===== config.mk =====
export PLATFORM = sky130hd
export DESIGN_NAME = htlp_ctrl
export DESIGN_NICKNAME = d
export VERILOG_FILES = /design/src/rtl/core/htlp_pkg.sv /design/src/rtl/core/htlp_ctrl.sv
export SDC_FILE = /design/constraint.sdc
export NUM_CORES = 1
export LEC_CHECK = 0
export BUFFER_PORTS_ARGS = -buffer_cell sky130_fd_sc_hd__clkbuf_2
export CAP_MARGIN = 20
export CORE_AREA = 2 2 39 41
export CTS_CLUSTER_SIZE = 24
export DETAILED_ROUTE_END_ITERATION = 16
export DIE_AREA = 0 0 41 43
export PLACE_DENSITY = 0.51
export SYNTH_ARGS = -nofsm -noshare
export SYNTH_HDL_FRONTEND = slang
export SYNTH_SLANG_ARGS = --single-unit

===== constraint.sdc =====
create_clock -name clk -period 2 [get_ports clk]
set_input_delay 0.1 -clock clk [delete_from_list [all_inputs] [get_ports clk]]
set_output_delay 0.1 -clock clk [all_outputs]
set_load 0.01 [all_outputs]

===== src/rtl/core/htlp_pkg.sv =====
// ----------------------------------------------------------------------------
// htlp_pkg: shared types and constants of the linear-probe hash table
// Opcodes, field widths, controller states and the command/status structs
// that join the controller and the datapath.
// ----------------------------------------------------------------------------
package htlp_pkg;

  localparam int LOG2_SLOTS_DEF = 10;
  localparam int KEY_W          = 64;
  localparam int VALUE_W        = 32;
  localparam int OP_W           = 2;
  localparam int PROBE_STEP     = 13;

  localparam logic [KEY_W-1:0] EMPTY_KEY = {KEY_W{1'b1}};

  typedef enum logic [OP_W-1:0] {
    OP_REGISTER = 2'd0,
    OP_QUERY    = 2'd1,
    OP_ERASE    = 2'd2
  } op_t;

  typedef enum logic [1:0] {
    ST_CLEAR,
    ST_IDLE,
    ST_CHECK,
    ST_DONE
  } state_t;

  // controller -> datapath
  typedef struct packed {
    logic clr_step;    // write empty marker at clear pointer
    logic accept;      // latch word, start probe at home slot
    logic probe_next;  // step probe by PROBE_STEP
    logic commit;      // probe ended, apply op
    logic out_load;    // move result into output register
  } cmd_t;

  // datapath -> controller
  typedef struct packed {
    logic clr_last;    // clear pointer at last slot
    logic skip;        // incoming word needs no probe
    logic hit;         // probed slot holds the key
    logic empty;       // probed slot is empty
    logic probe_last;  // every slot has been probed
  } sts_t;

endpackage


===== src/rtl/core/htlp_ctrl.sv =====
// ----------------------------------------------------------------------------
// htlp_ctrl: controller of the linear-probe hash table
// Sequences the clearing pass, word accept, probe loop and result handoff.
// ----------------------------------------------------------------------------
module htlp_ctrl (
  input  logic            clk,
  input  logic            rst_n,
  input  logic            in_valid,
  output logic            in_ready,
  output logic            out_valid,
  input  logic            out_ready,
  input  htlp_pkg::sts_t  sts,
  output htlp_pkg::cmd_t  cmd
);

  htlp_pkg::state_t state_r, state_nxt;
  logic             out_valid_r, out_valid_nxt;
  logic             out_free;

  assign out_free = !out_valid_r || out_ready;

  always_ff @(posedge clk) begin
    if (!rst_n) begin
      state_r     <= htlp_pkg::ST_CLEAR;
      out_valid_r <= 1'b0;
    end else begin
      state_r     <= state_nxt;
      out_valid_r <= out_valid_nxt;
    end
  end

  always_comb begin
    state_nxt = state_r;
    cmd       = '0;
    in_ready  = 1'b0;
    case (state_r)
      htlp_pkg::ST_CLEAR: begin
        cmd.clr_step = 1'b1;
        if (sts.clr_last) begin
          state_nxt = htlp_pkg::ST_IDLE;
        end
      end
      htlp_pkg::ST_IDLE: begin
        in_ready = 1'b1;
        if (in_valid) begin
          cmd.accept = 1'b1;
          state_nxt  = sts.skip ? htlp_pkg::ST_DONE : htlp_pkg::ST_CHECK;
        end
      end
      htlp_pkg::ST_CHECK: begin
        if (sts.hit || sts.empty || sts.probe_last) begin
          cmd.commit = 1'b1;
          state_nxt  = htlp_pkg::ST_DONE;
        end else begin
          cmd.probe_next = 1'b1;
        end
      end
      htlp_pkg::ST_DONE: begin
        if (out_free) begin
          cmd.out_load = 1'b1;
          state_nxt    = htlp_pkg::ST_IDLE;
        end
      end
      default: begin
        state_nxt = htlp_pkg::ST_IDLE;
      end
    endcase
  end

  always_comb begin
    out_valid_nxt = out_valid_r;
    if (cmd.out_load) begin
      out_valid_nxt = 1'b1;
    end else if (out_ready) begin
      out_valid_nxt = 1'b0;
    end
  end

  assign out_valid = out_valid_r;

  // result never overwrites a word still waiting at the output
  a_load_free: assert property (@(posedge clk) disable iff (!rst_n)
    cmd.out_load |-> (!out_valid_r || out_ready))
    else $error("result loaded over pending output word");

  // probe only closes on a hit, an empty slot or a full sweep
  a_commit_end: assert property (@(posedge clk) disable iff (!rst_n)
    cmd.commit |-> (sts.hit || sts.empty || sts.probe_last))
    else $error("commit without probe end");

  // no word enters during the clearing pass
  a_clear_block: assert property (@(posedge clk) disable iff (!rst_n)
    (state_r == htlp_pkg::ST_CLEAR) |-> !cmd.accept && !in_ready)
    else $error("word accepted during clear");

endmodule


==> results.md <==
- Hold depth: 2
- Mapped Area: 294 sq um
- Worst-Skew Late Latency: 0.23 ns
- Congestion Overflow GR: 0
- Post-synth top area cell: ha_1
- P_leak: 0.198 nW
- DR pass1 iterations: 2
- Max Clk Rate: about 660 MHz
- Final WS setup: 0.474 ns
- Worst hold start: rst_n
- Global-route wire length before repair: about 950 microns
- CP Class: flop to flop
- Maximum fanout along the worst path: 5
- Most common cell in the synthesized netlist: ha_1
- Largest net degree at the start of global routing: 6
- Crit path required time: 2.18 ns
- Clock Path Buffers: 2
- Outcome: complete, no violations
- Largest delay contributor family on the critical path: compound AO/OA/AOI/OAI gates
- Reg2Reg Depth: 5
- Starting DRT DRC Count: 1
- Die Height: 43 microns
- Pwr dens: 1230 nW/um^2
- Top_reg_cell synth: dfxtp_1
- Worst rel slew slack: 79.9%
- Minimum clock period: between 1.5 and 2 ns
- RSZ-0062 raised after global routing: false
- Flop2flop setup slack: 0.47 ns
- Area of the die: 1760 sq um
- DR WL/cell: ~8.8 microns
- Syn Area/Cell: 10.9 sq um
- Number of flops mapped to enable cells by yosys: 0
- Area delta synth->final: 38.7%
- Final setup vio count: 0
- Yosys cell types: 16
- Cells after Synth: 27
- Via density per instance: 4.11
- CP max stage cell: dfxtp_1
- Post_cts resized: 0
- Antenna fix cells: 0
- Crit-path max cell delay: 0.41 ns
- Final wirelength: 539 microns
- Setup TNS: 0 ns
- Dpl ws: 0.482 ns
- RR Startpoint: state_r[0]$_SDFFE_PN0P_
- Die W: roughly 40 microns
- # IOs: 16
- Top cells by count, synth: ha_1, dfxtp_1, nand2_1, nor2b_1, inv_1
- Clk_skew: 0.00335 ns
- Row cnt: 14
- Register area share after synthesis: roughly a fifth
- Worst VDD drop: roughly 0.29 mV
- HP Class: input port to flop
- Post-DP HPWL: roughly 480 microns
- Max Cap Violations: 0
- Vias in the first global route: 262
- Hold_ws: 0.128 ns
- Worst path bufs/invs: 1
- Final-stage net count: 60
- Core Box Area: 1380 sq um
- Utilization after layout: 29.5%
- Critical path endpoint category: flop
- Arrival @ worst endpoint: roughly 1.7 ns
- Hold buffers post-CTS: 0
- Antenna Nets Post-Route: 0
- GRT Overall Usage: ~8.4%
- Reg clk slew, reported paths: 0.04 ns
- Worst-margin pin slew: 0.300 ns
- YS warnings: 0
- Port bufs: 15
- Depth of the CTS H-tree: 1
- CTS tree: done
- #FFs+latches synth: 3
- Vias: 251
- Share of layout cells above drive strength 1: 48.9%
- Hold endpoint: out_valid$_SDFFE_PN0P_
- Synth top area cells: ha_1, dfxtp_1, a2111oi_4
- Initial core utilization: 21.2%
- Ys async rst share: 0%
- CTS Buf Count: 3
- Root buf cell: clkbuf_4
- Fin. Hold Viols: 0
- Top cell type's share of synthesized area: 21.3%
- Post-CTS setup buffer count: 0
- Slew Limit Fails: 0
- GP Congestion: 0.739
- Final std cells w/o fill: 61
- Initial antenna violation count: 0
- Reg2reg end: state_r[0]$_SDFFE_PN0P_
- Clk sinks: 3
- Worst path cell trace: inv_1 > ha_1 > nor4b_4 > a2111oi_4 > o221a_1
- Type of origin of the critical path: flop
- Placed cells: 57
- DR DRC count: 0
- Final Cycle Share: 76.3%
- Syn nets: 41
[layout by cell type, fill, tap and decap left out, drive strengths merged]
cell type	synthesis	layout
clkbuf	0	19
a2111oi	1	1
o31a	1	1
a211o	1	1
and2	1	1
o221a	1	1
nand3b	1	1
inv	2	2
nor4b	1	1
o21a	1	1
nor2b	4	4
dfxtp	3	3
nand2	3	3
ha	5	5
mux2i	1	1
[per-stage QoR]
step                cell area (sq um)  total power, mW
floorplan                         294            0.322
global placement                  382            0.401
detailed placement                382            0.401
CTS                               408            0.511
global route                      408            0.552
finish                            408            0.500
[power breakdown]
| group | internal, mW | leakage [nW] | switching, mW | total [mW] |
|---|---|---|---|---|
| clock | 0.0747 | 0.0150 | 0.0313 | 0.106 |
| sequential | 0.0827 | 0.0247 | 0.0261 | 0.109 |
| combinational | 0.147 | 0.158 | 0.139 | 0.285 |
[area by class of cell]
type,instances,area [sq um]
fill,154,976
multi-input combinational,21,219
timing repair buffer,15,75.1
sequential,3,60.1
clock buffer,4,26.3
tap,16,20.0
inverter,2,7.51
[worst max path at each step]
stage / startpoint / end / slack (ns) / depth (start not counted)
final: state_r[0]$_SDFFE_PN0P_ / state_r[0]$_SDFFE_PN0P_ / 0.47 / 5
after global routing: state_r[0]$_SDFFE_PN0P_ / state_r[1]$_SDFFE_PN0P_ / 0.36 / 5
after CTS: state_r[0]$_SDFFE_PN0P_ / state_r[0]$_SDFFE_PN0P_ / 0.46 / 5
after detailed placement: state_r[0]$_SDFFE_PN0P_ / state_r[0]$_SDFFE_PN0P_ / 0.48 / 5
after global placement: state_r[0]$_SDFFE_PN0P_ / state_r[0]$_SDFFE_PN0P_ / 0.49 / 5
after floorplan: state_r[1]$_SDFFE_PN0P_ / state_r[0]$_SDFFE_PN0P_ / 0.57 / 5
[logic make-up (layout without fill, tap and decap cells)]
kind of cell               Yosys count  in the layout  synth area share [%]
buffers and inverters                3             21                  5.11
adders and majority gates            5              5                  21.3
muxes                                1              1                  3.40
AOI/OAI and AO/OA                    5              5                  22.1
and+or+nand+nor                     10             10                  27.7
DFF                                  3              3                  20.4
[flip-flops by register name, indices dropped and copies added, names as in the netlist]
register,count
state_r,2
out_valid,1
[layer usage]
layer	wire length (microns)	vias to the layer above	global-route usage, %
met5	0	-	0
met4	12	0	8.00
met3	41	2	3.66
met2	280	10	12.8
met1	206	107	7.67
li1	-	132	-
No activity file was read; power rests on OpenSTA's default activity.
